## config.mk

```make
export PLATFORM = sky130hd
export DESIGN_NAME = fscan_disk_request_scheduler_top
export DESIGN_NICKNAME = d
export VERILOG_FILES = /design/src/design/fscan_pkg.sv /design/src/design/fscan_disk_request_scheduler_top.sv /design/src/design/fscan_ctrl.sv /design/src/design/fscan_dp.sv
export VERILOG_INCLUDE_DIRS = /design/src /design/src/design
export SDC_FILE = /design/constraint.sdc
export NUM_CORES = 2
export LEC_CHECK = 0
export BUFFER_PORTS_ARGS = -buffer_cell sky130_fd_sc_hd__buf_2
export CAP_MARGIN = 20
export CORE_UTILIZATION = 29
export CTS_CLUSTER_DIAMETER = 50
export DETAILED_ROUTE_END_ITERATION = 10
export GPL_TIMING_DRIVEN = 0
export PLACE_DENSITY = 0.42
export SYNTH_ARGS = -nofsm -noshare
export SYNTH_HDL_FRONTEND = slang
export SYNTH_SLANG_ARGS = --single-unit
```

## constraint.sdc

```tcl
create_clock -name clk -period 6.9 [get_ports clk]
set_clock_uncertainty 0.2 [all_clocks]
set_input_delay 1.38 -clock clk [delete_from_list [all_inputs] [get_ports clk]]
set_output_delay 1.38 -clock clk [all_outputs]
set_load 0.01 [all_outputs]
```

## src/design/fscan_disk_request_scheduler_top_macros.svh

```systemverilog
// Assertion macros for the FSCAN request scheduler.
`ifndef FSCAN_DISK_REQUEST_SCHEDULER_TOP_MACROS_SVH
`define FSCAN_DISK_REQUEST_SCHEDULER_TOP_MACROS_SVH
`ifndef NO_ASSERTIONS
`define FDS_ASSERT_IMP(label, clk, rst, ante, cons) \
  label: assert property (@(posedge clk) disable iff (rst) (ante) |-> (cons)) \
    else $error("assertion failed");
`define FDS_ASSERT_NXT(label, clk, rst, ante, cons) \
  label: assert property (@(posedge clk) disable iff (rst) (ante) |=> (cons)) \
    else $error("assertion failed");
`else
`define FDS_ASSERT_IMP(label, clk, rst, ante, cons)
`define FDS_ASSERT_NXT(label, clk, rst, ante, cons)
`endif
`endif

```

## src/design/fscan_pkg.sv

```systemverilog
// Shared types and codes for the FSCAN request scheduler.
`default_nettype none
package fscan_pkg;
  localparam logic [1:0] CMD_ADD = 2'd0;
  localparam logic [1:0] CMD_SERVE = 2'd1;
  localparam logic [1:0] CMD_RESTART = 2'd2;
  // Spare command code: answered with nothing pending, no state change
  localparam logic [1:0] CMD_UNUSED = 2'd3;
  localparam logic [1:0] ST_ADDED = 2'd0;
  localparam logic [1:0] ST_SERVED = 2'd1;
  localparam logic [1:0] ST_NONE = 2'd2;
  localparam logic [1:0] ST_FULL = 2'd3;
  localparam logic [1:0] DIR_IDLE = 2'd0;
  localparam logic [1:0] DIR_UP = 2'd1;
  localparam logic [1:0] DIR_DOWN = 2'd2;

  typedef enum logic [2:0] {
    S_IDLE, S_SCAN, S_PICK, S_SHIFT, S_DONE
  } state_t;

  typedef struct packed {
    logic add;
    logic restart;
    logic nothing;
    logic scan_start;
    logic scan_step;
    logic pick;
    logic shift_start;
    logic shift_step;
    logic finish;
    logic set_result;
    logic [1:0] result_status;
  } ctl_t;

  typedef struct packed {
    logic full;
    logic empty;
    logic scan_last;
    logic match;
    logic shift_last;
  } sts_t;
endpackage
`default_nettype wire

```

## src/design/fscan_disk_request_scheduler_top.sv

```systemverilog
// Top level of the FSCAN disk request scheduler.
// Input channel in_valid/in_ready carries command and track; one result beat
// per command leaves on out_valid/out_ready. Config channel cfg_valid/cfg_ready
// writes head_start_track and is always ready.
// Add, restart, unused commands and a serve on an empty store give their
// result the cycle after the beat is taken.
// A serve scans the frozen batch one entry per cycle from the store's single
// read port up to the first exact match, then chooses in the pick state,
// then compacts the entries behind the chosen one, one per cycle, then shows
// the result.
// One item is in flight at a time. Reset empties the store, idles the head
// at track zero, zeroes the start track and clears the totals. When the
// receiver stalls the result is held and no new command is taken.
`default_nettype none
module fscan_disk_request_scheduler_top #(
  parameter int BUFFER_DEPTH = 64,
  parameter int TRACK_COUNT = 4096
) (
  input  wire logic clk,
  input  wire logic rst,
  input  wire logic cfg_valid,
  output logic cfg_ready,
  input  wire logic [11:0] cfg_data,
  input  wire logic in_valid,
  output logic in_ready,
  input  wire logic [1:0] command,
  input  wire logic [11:0] track,
  output logic out_valid,
  input  wire logic out_ready,
  output logic [1:0] status,
  output logic [11:0] served_track,
  output logic [11:0] seek_distance,
  output logic [1:0] sweep_direction,
  output logic [31:0] total_traversed,
  output logic [31:0] total_served
);
  import fscan_pkg::*;
  ctl_t ctl;
  sts_t sts;
  logic [11:0] head_start_track;

  assign cfg_ready = 1'b1;
  // Hold the start track register
  always_ff @(posedge clk) begin
    if (rst) head_start_track <= '0;
    else if (cfg_valid) head_start_track <= cfg_data;
  end

  fscan_ctrl u_ctrl (
    .clk, .rst, .in_valid, .in_ready, .command, .out_valid, .out_ready,
    .sts, .ctl
  );

  fscan_dp #(.BUFFER_DEPTH(BUFFER_DEPTH), .TRACK_COUNT(TRACK_COUNT)) u_dp (
    .clk, .rst, .ctl, .sts, .head_start_track, .track, .status,
    .served_track, .seek_distance, .sweep_direction, .total_traversed,
    .total_served
  );
endmodule
`default_nettype wire

```

## src/design/fscan_ctrl.sv

```systemverilog
// Controller state machine for the FSCAN request scheduler.
`default_nettype none
module fscan_ctrl (
  input  wire logic clk,
  input  wire logic rst,
  input  wire logic in_valid,
  output logic in_ready,
  input  wire logic [1:0] command,
  output logic out_valid,
  input  wire logic out_ready,
  input  wire fscan_pkg::sts_t sts,
  output fscan_pkg::ctl_t ctl
);
  import fscan_pkg::*;
  `include "fscan_disk_request_scheduler_top_macros.svh"

  state_t state, state_next;

  // Hold state
  always_ff @(posedge clk) begin
    if (rst) begin
      state <= S_IDLE;
    end else begin
      state <= state_next;
    end
  end

  always_comb begin
    state_next = state;
    ctl = '0;
    in_ready = 1'b0;
    out_valid = 1'b0;
    case (state)
      S_IDLE: begin
        in_ready = 1'b1;
        if (in_valid) begin
          state_next = S_DONE;
          ctl.set_result = 1'b1;
          ctl.result_status = ST_NONE;
          case (command)
            CMD_ADD: begin
              ctl.add = ~sts.full;
              ctl.result_status = sts.full ? ST_FULL : ST_ADDED;
            end
            CMD_SERVE: begin
              if (sts.empty) begin
                ctl.nothing = 1'b1;
              end else begin
                ctl.set_result = 1'b0;
                ctl.scan_start = 1'b1;
                state_next = S_SCAN;
              end
            end
            CMD_RESTART: begin
              ctl.restart = 1'b1;
            end
            default: ctl.result_status = ST_NONE;
          endcase
        end
      end
      S_SCAN: begin
        ctl.scan_step = 1'b1;
        if (sts.match || sts.scan_last) state_next = S_PICK;
      end
      S_PICK: begin
        ctl.pick = 1'b1;
        ctl.shift_start = 1'b1;
        state_next = S_SHIFT;
      end
      S_SHIFT: begin
        if (sts.shift_last) begin
          ctl.finish = 1'b1;
          ctl.set_result = 1'b1;
          ctl.result_status = ST_SERVED;
          state_next = S_DONE;
        end else begin
          ctl.shift_step = 1'b1;
        end
      end
      S_DONE: begin
        out_valid = 1'b1;
        if (out_ready) state_next = S_IDLE;
      end
      default: state_next = S_IDLE;
    endcase
  end

  `FDS_ASSERT_IMP(a_ready_idle, clk, rst, in_ready, state == S_IDLE)
  `FDS_ASSERT_NXT(a_scan_goes, clk, rst, ctl.scan_start, state == S_SCAN)
  `FDS_ASSERT_IMP(a_out_done, clk, rst, out_valid, !in_ready)
endmodule
`default_nettype wire

```

## src/design/fscan_dp.sv

```systemverilog
// Datapath of the FSCAN request scheduler: store, scan, compaction, totals.
`default_nettype none
module fscan_dp #(
  parameter int BUFFER_DEPTH = 64,
  parameter int TRACK_COUNT = 4096
) (
  input  wire logic clk,
  input  wire logic rst,
  input  wire fscan_pkg::ctl_t ctl,
  output fscan_pkg::sts_t sts,
  input  wire logic [11:0] head_start_track,
  input  wire logic [11:0] track,
  output logic [1:0] status,
  output logic [11:0] served_track,
  output logic [11:0] seek_distance,
  output logic [1:0] sweep_direction,
  output logic [31:0] total_traversed,
  output logic [31:0] total_served
);
  import fscan_pkg::*;
  `include "fscan_disk_request_scheduler_top_macros.svh"

  localparam int AW = (BUFFER_DEPTH > 1) ? $clog2(BUFFER_DEPTH) : 1;
  localparam int CW = $clog2(BUFFER_DEPTH + 1);
  localparam logic [11:0] TMAX = (TRACK_COUNT >= 4096) ? 12'hFFF : 12'(TRACK_COUNT - 1);

  logic [11:0] mem [BUFFER_DEPTH];
  logic [CW-1:0] stored_count, frozen_count, limit, eff_frozen;
  logic [11:0] head_track;
  logic [1:0] head_dir;
  logic [31:0] traversed_sum, served_sum;
  logic [32:0] trav_sum;
  logic [CW-1:0] rd_idx, data_idx, wr_idx;
  logic [11:0] rd_data;
  logic rd_valid;
  logic [CW-1:0] near_idx, above_idx, below_idx, match_idx, psel;
  logic [11:0] near_d, above_d, below_d, near_t, above_t, below_t;
  logic have_above, have_below, have_near, match_hit;
  logic [11:0] pick_t, pick_seek;
  logic [1:0] pick_dir;
  logic [11:0] res_track, res_seek, served_q, seek_q;
  logic mem_we;
  logic [AW-1:0] mem_wa, mem_ra;
  logic [11:0] mem_wd;
  logic [11:0] dlt;
  logic up;

  function automatic logic [11:0] clampt(input logic [11:0] t);
    return (t > TMAX) ? TMAX : t;
  endfunction

  // Store: one write port, one registered read port
  always_ff @(posedge clk) begin
    if (mem_we) mem[mem_wa] <= mem_wd;
    rd_data <= mem[mem_ra];
  end

  assign mem_ra = rd_idx[AW-1:0];

  // Steer the write port: append on add, move down one slot on compaction
  always_comb begin
    mem_we = 1'b0;
    mem_wa = stored_count[AW-1:0];
    mem_wd = clampt(track);
    if (ctl.add) mem_we = 1'b1;
    if (rd_valid && ctl.shift_step) begin
      mem_we = 1'b1;
      mem_wa = wr_idx[AW-1:0];
      mem_wd = rd_data;
    end
  end

  assign up = rd_data > head_track;
  assign dlt = up ? rd_data - head_track : head_track - rd_data;
  assign eff_frozen = (frozen_count == '0 || frozen_count > stored_count) ? stored_count
                      : frozen_count;
  assign trav_sum = {1'b0, traversed_sum} + {21'd0, res_seek};

  always_comb begin
    sts.full = stored_count == CW'(BUFFER_DEPTH);
    sts.empty = stored_count == '0;
    sts.match = rd_valid && ctl.scan_step && (rd_data == head_track);
    sts.scan_last = rd_valid && ctl.scan_step && (data_idx == limit - 1'b1);
    sts.shift_last = !rd_valid && (rd_idx >= stored_count);
  end

  // Choose the entry to serve and the new sweep direction
  always_comb begin
    psel = near_idx;
    pick_t = near_t;
    pick_dir = (near_t > head_track) ? DIR_UP : DIR_DOWN;
    if (match_hit) begin
      psel = match_idx;
      pick_t = head_track;
      pick_dir = head_dir;
    end else if (head_dir == DIR_UP) begin
      if (have_above) begin
        psel = above_idx; pick_t = above_t; pick_dir = DIR_UP;
      end else begin
        psel = below_idx; pick_t = below_t; pick_dir = DIR_DOWN;
      end
    end else if (head_dir == DIR_DOWN) begin
      if (have_below) begin
        psel = below_idx; pick_t = below_t; pick_dir = DIR_DOWN;
      end else begin
        psel = above_idx; pick_t = above_t; pick_dir = DIR_UP;
      end
    end
  end

  assign pick_seek = (pick_t > head_track) ? pick_t - head_track : head_track - pick_t;

  // Scan the frozen batch one entry per cycle; compact one entry per cycle; keep counts, head and totals
  always_ff @(posedge clk) begin
    if (rst) begin
      stored_count <= '0;
      frozen_count <= '0;
      head_track <= '0;
      head_dir <= DIR_IDLE;
      traversed_sum <= '0;
      served_sum <= '0;
      rd_valid <= 1'b0;
      status <= ST_NONE;
      served_q <= '0;
      seek_q <= '0;
    end else begin
      if (ctl.add) stored_count <= stored_count + 1'b1;
      if (ctl.restart) begin
        head_track <= clampt(head_start_track);
        head_dir <= DIR_IDLE;
        traversed_sum <= '0;
        served_sum <= '0;
      end
      if (ctl.nothing) head_dir <= DIR_IDLE;
      if (ctl.scan_start) begin
        frozen_count <= eff_frozen;
        limit <= eff_frozen;
        rd_idx <= '0;
        rd_valid <= 1'b0;
        have_above <= 1'b0;
        have_below <= 1'b0;
        have_near <= 1'b0;
        match_hit <= 1'b0;
      end
      if (ctl.scan_step) begin
        // Issue the next read, then sort the entry that just arrived
        rd_valid <= rd_idx < limit;
        data_idx <= rd_idx;
        rd_idx <= rd_idx + 1'b1;
        if (rd_valid) begin
          if (rd_data == head_track) begin
            match_hit <= 1'b1;
            match_idx <= data_idx;
          end else begin
            if (up) begin
              if (!have_above || dlt < above_d) begin
                have_above <= 1'b1; above_d <= dlt; above_t <= rd_data; above_idx <= data_idx;
              end
            end else if (!have_below || dlt < below_d) begin
              have_below <= 1'b1; below_d <= dlt; below_t <= rd_data; below_idx <= data_idx;
            end
            if (!have_near || dlt < near_d) begin
              have_near <= 1'b1; near_d <= dlt; near_t <= rd_data; near_idx <= data_idx;
            end
          end
        end
      end
      if (ctl.pick) begin
        head_dir <= pick_dir;
        res_track <= pick_t;
        res_seek <= pick_seek;
      end
      if (ctl.shift_start) begin
        rd_idx <= psel + 1'b1;
        wr_idx <= psel;
        rd_valid <= 1'b0;
      end
      if (ctl.shift_step) begin
        if (rd_idx < stored_count) begin
          rd_valid <= 1'b1;
          rd_idx <= rd_idx + 1'b1;
        end else begin
          rd_valid <= 1'b0;
        end
        if (rd_valid) wr_idx <= wr_idx + 1'b1;
      end
      if (ctl.finish) begin
        stored_count <= stored_count - 1'b1;
        frozen_count <= frozen_count - 1'b1;
        head_track <= res_track;
        traversed_sum <= trav_sum[32] ? '1 : trav_sum[31:0];
        served_sum <= (served_sum == '1) ? served_sum : served_sum + 1'b1;
      end
      // Load the result beat
      if (ctl.set_result) begin
        status <= ctl.result_status;
        served_q <= ctl.finish ? res_track : '0;
        seek_q <= ctl.finish ? res_seek : '0;
      end
    end
  end

  assign served_track = served_q;
  assign seek_distance = seek_q;
  assign sweep_direction = head_dir;
  assign total_traversed = traversed_sum;
  assign total_served = served_sum;

  `FDS_ASSERT_IMP(a_cnt, clk, rst, 1'b1, frozen_count <= stored_count)
  `FDS_ASSERT_IMP(a_add, clk, rst, ctl.add, !sts.full)
  `FDS_ASSERT_NXT(a_fin, clk, rst, ctl.finish, status == ST_SERVED)
endmodule
`default_nettype wire

```

==> metrics.txt <==
Synth async-reset ratio=0%; flops & latches, synth=1069; Post-route DRC=0; slowest stage delay, CP=660 ps; maximum vdd drop=0.262 mV; antenna violations before repair=10; Site Rows=147; I/O pins=126; Fin Setup TNS=0 ps; CTS Hold Buffers Added=0; EDFF count, synth=923; largest net degree at the start of global routing=41; DR WL/cell=25.4 microns; CTS Buf Count=145; clock root buffer=clkbuf_16; CTS Buffer Depth=3; Reg clk slew, reported paths=50 ps; total power=16300 uW; setup slack at placement=-102 ps; first-pass GRT wire length=206000 microns; critical path class=flop to flop; Syn Inst Count=3023; Yosys Warn Count=0; IO buf count=122; CTS sink cnt=1069; slew at the pin closest to its max-slew limit=1200 ps; Syn-to-layout area delta=20.7%; worst path required time=7150 ps; number of DRC markers in iteration 0=2334; fin. max-slew vios=0; CTS H-tree lvls=4; met3 Resource Use GR=3.49%; Largest Register=u_dp.mem; First-pass DRT Iterations=7; # nets final=3571; commonest non-fill, non-tap cell in the layout=edfxtp_1; Worst Path Arrival=6890 ps; Final HPWL DP=106000 microns; ANT nets after route=0; Final Critical Period=6640 ps; Worst-Skew Late Latency=790 ps; status=completed; gr busiest metal=met2; largest fanout on the critical path=14; MaxCap Viol Count=0; WL final=144000 microns; chip width=404 microns; Overflow after GRT=0; met1 GRT Util=23.5%; Max-slew headroom=19.6%; Placer Congestion=0.814; register area share after synthesis=65.4%; Finish-stage setup viols=0; Design Area, Final=56600 sq um; critical path's slowest cell=dfxtp_1; die height=404 microns; GRT Overall Usage=17.6%; synthesized area=46900 sq um; final hold violations=0; routed vias=28000; vias in the first global route=28300; CP Launch Type=flop; placed inst area=51600 sq um; Worst Setup End Kind=flop; Worst Setup Slack, final=256 ps; Max Clock Freq=151 MHz; Die Area=163000 sq um; GR Util met2=28.8%; Cell variety after synth=82; layout cells sized above 1=22.9%; period utilization=96.3%; Largest register FFs=768; core area=161000 sq um; PD cells=289 nW/um^2; RSZ-0062 raised after global routing=false; most frequent cells in the layout=edfxtp_1 (923), mux4_2 (252), nor2_1 (212); CTS tree=done; syn avg cell area=15.5 sq um; crit-path cells=inv_1 -> fa_1 -> a21oi_1 -> o221ai_1 -> a21oi_1 -> nor2_1 -> buf_2 -> clkbuf_1 -> mux2i_1 -> xnor2_1 -> ha_1 -> o21a_1 -> o21a_1 -> o21ai_0 -> a21oi_1 -> or3b_2 -> a31o_2 -> a211oi_4 -> buf_12 -> buf_8; Most common cell on crit path=a21oi_1; DR vias/cell=4.93; P_leak=0.0193 uW; top_reg_cell synth=edfxtp_1; starting density of the core=29.2%; syn_nets=3194; HP Class=flop to flop
[layer usage]
metal	wire length [microns]	share of wire, %
met5	0	0
met4	3770	2.6
met3	7330	5.1
met2	69200	48
met1	63700	44
[through the flow]
step                      hold WS (ps)  util (%)  cells
final                              258      35.2   5676
after global routing               288      35.2   5674
after CTS                          262      35.2   5669
after detailed placement           250      32.2   5405
after global placement             246      31.3   5305
after floorplan                    251         -   3023
[power by group]
part	total (uW)	leakage (uW)	switching (uW)	internal, uW
combinational	1700	0.00742	1040	655
sequential	7180	0.00950	59.3	7120
clock	7470	0.00234	2990	4470
[path summary, 6_finish.rpt]
check | start | cells past startpoint | to | slack [ps]
worst max register to register | u_dp.head_track[1]$_SDFFE_PP0P_ | 20 | u_dp.near_d[1]$_DFFE_PP_ | 260
worst min-delay path | u_dp.status[0]$_SDFFE_PP0P_ | 2 | u_dp.status[0]$_SDFFE_PP0P_ | 260
worst max-delay path | u_dp.head_track[1]$_SDFFE_PP0P_ | 20 | u_dp.near_d[1]$_DFFE_PP_ | 260
worst min register to register | u_dp.status[0]$_SDFFE_PP0P_ | 2 | u_dp.status[0]$_SDFFE_PP0P_ | 260
[critical path, delay by kind of cell, from the launching register on]
| kind | cells | cell delay, ps |
|---|---|---|
| xor+xnor | 1 | 500 |
| flops | 1 | 660 |
| mux | 1 | 210 |
| fa+ha+maj | 2 | 830 |
| simple gates | 2 | 570 |
| buf+inv | 5 | 1260 |
| compound gates | 9 | 2060 |
[cell usage after synthesis (27+ instances only)]
| cell | count | area (sq um) |
|---|---|---|
| dfxtp_1 | 146 | 2920 |
| or3_1 | 27 | 169 |
| clkbuf_1 | 83 | 312 |
| inv_1 | 125 | 469 |
| a21oi_1 | 131 | 656 |
| mux4_2 | 252 | 5680 |
| nand2_1 | 172 | 646 |
| nor2_1 | 216 | 811 |
| edfxtp_1 | 923 | 27700 |
| mux2i_1 | 67 | 671 |
| a21o_1 | 36 | 270 |
| ha_1 | 134 | 1680 |
| nand3_1 | 67 | 335 |
| a211oi_1 | 30 | 225 |
| o21ai_0 | 116 | 581 |
| xnor2_1 | 36 | 315 |
| buf_2 | 35 | 175 |
| nand4_1 | 27 | 169 |
[layout make-up]
cell class | count | area, sq um
Antenna cell | 2 | 5.00
Buffer | 150 | 651
Clock buffer | 170 | 3790
Clock inverter | 91 | 1030
Fill cell | 15400 | 104000
Inverter | 125 | 469
Multi-Input combinational cell | 1679 | 15300
Sequential cell | 1069 | 30600
Tap cell | 2160 | 2700
Timing Repair Buffer | 230 | 1990
[cells by family after synthesis]
group | after synthesis | synth area share [%]
flops | 1069 | 65.4
mux | 328 | 13.8
fa+ha+maj | 140 | 3.83
other cells | 1 | 0.00800
simple gates | 624 | 6.25
compound gates | 529 | 7.35
xor+xnor | 57 | 1.06
buf+inv | 275 | 2.39
[what timing repair did]
action	CTS	global route
buffers inserted	3	0
setup endpoints to repair	24	0
gates resized for setup	1	0
Power figures use the tool's default switching activity.
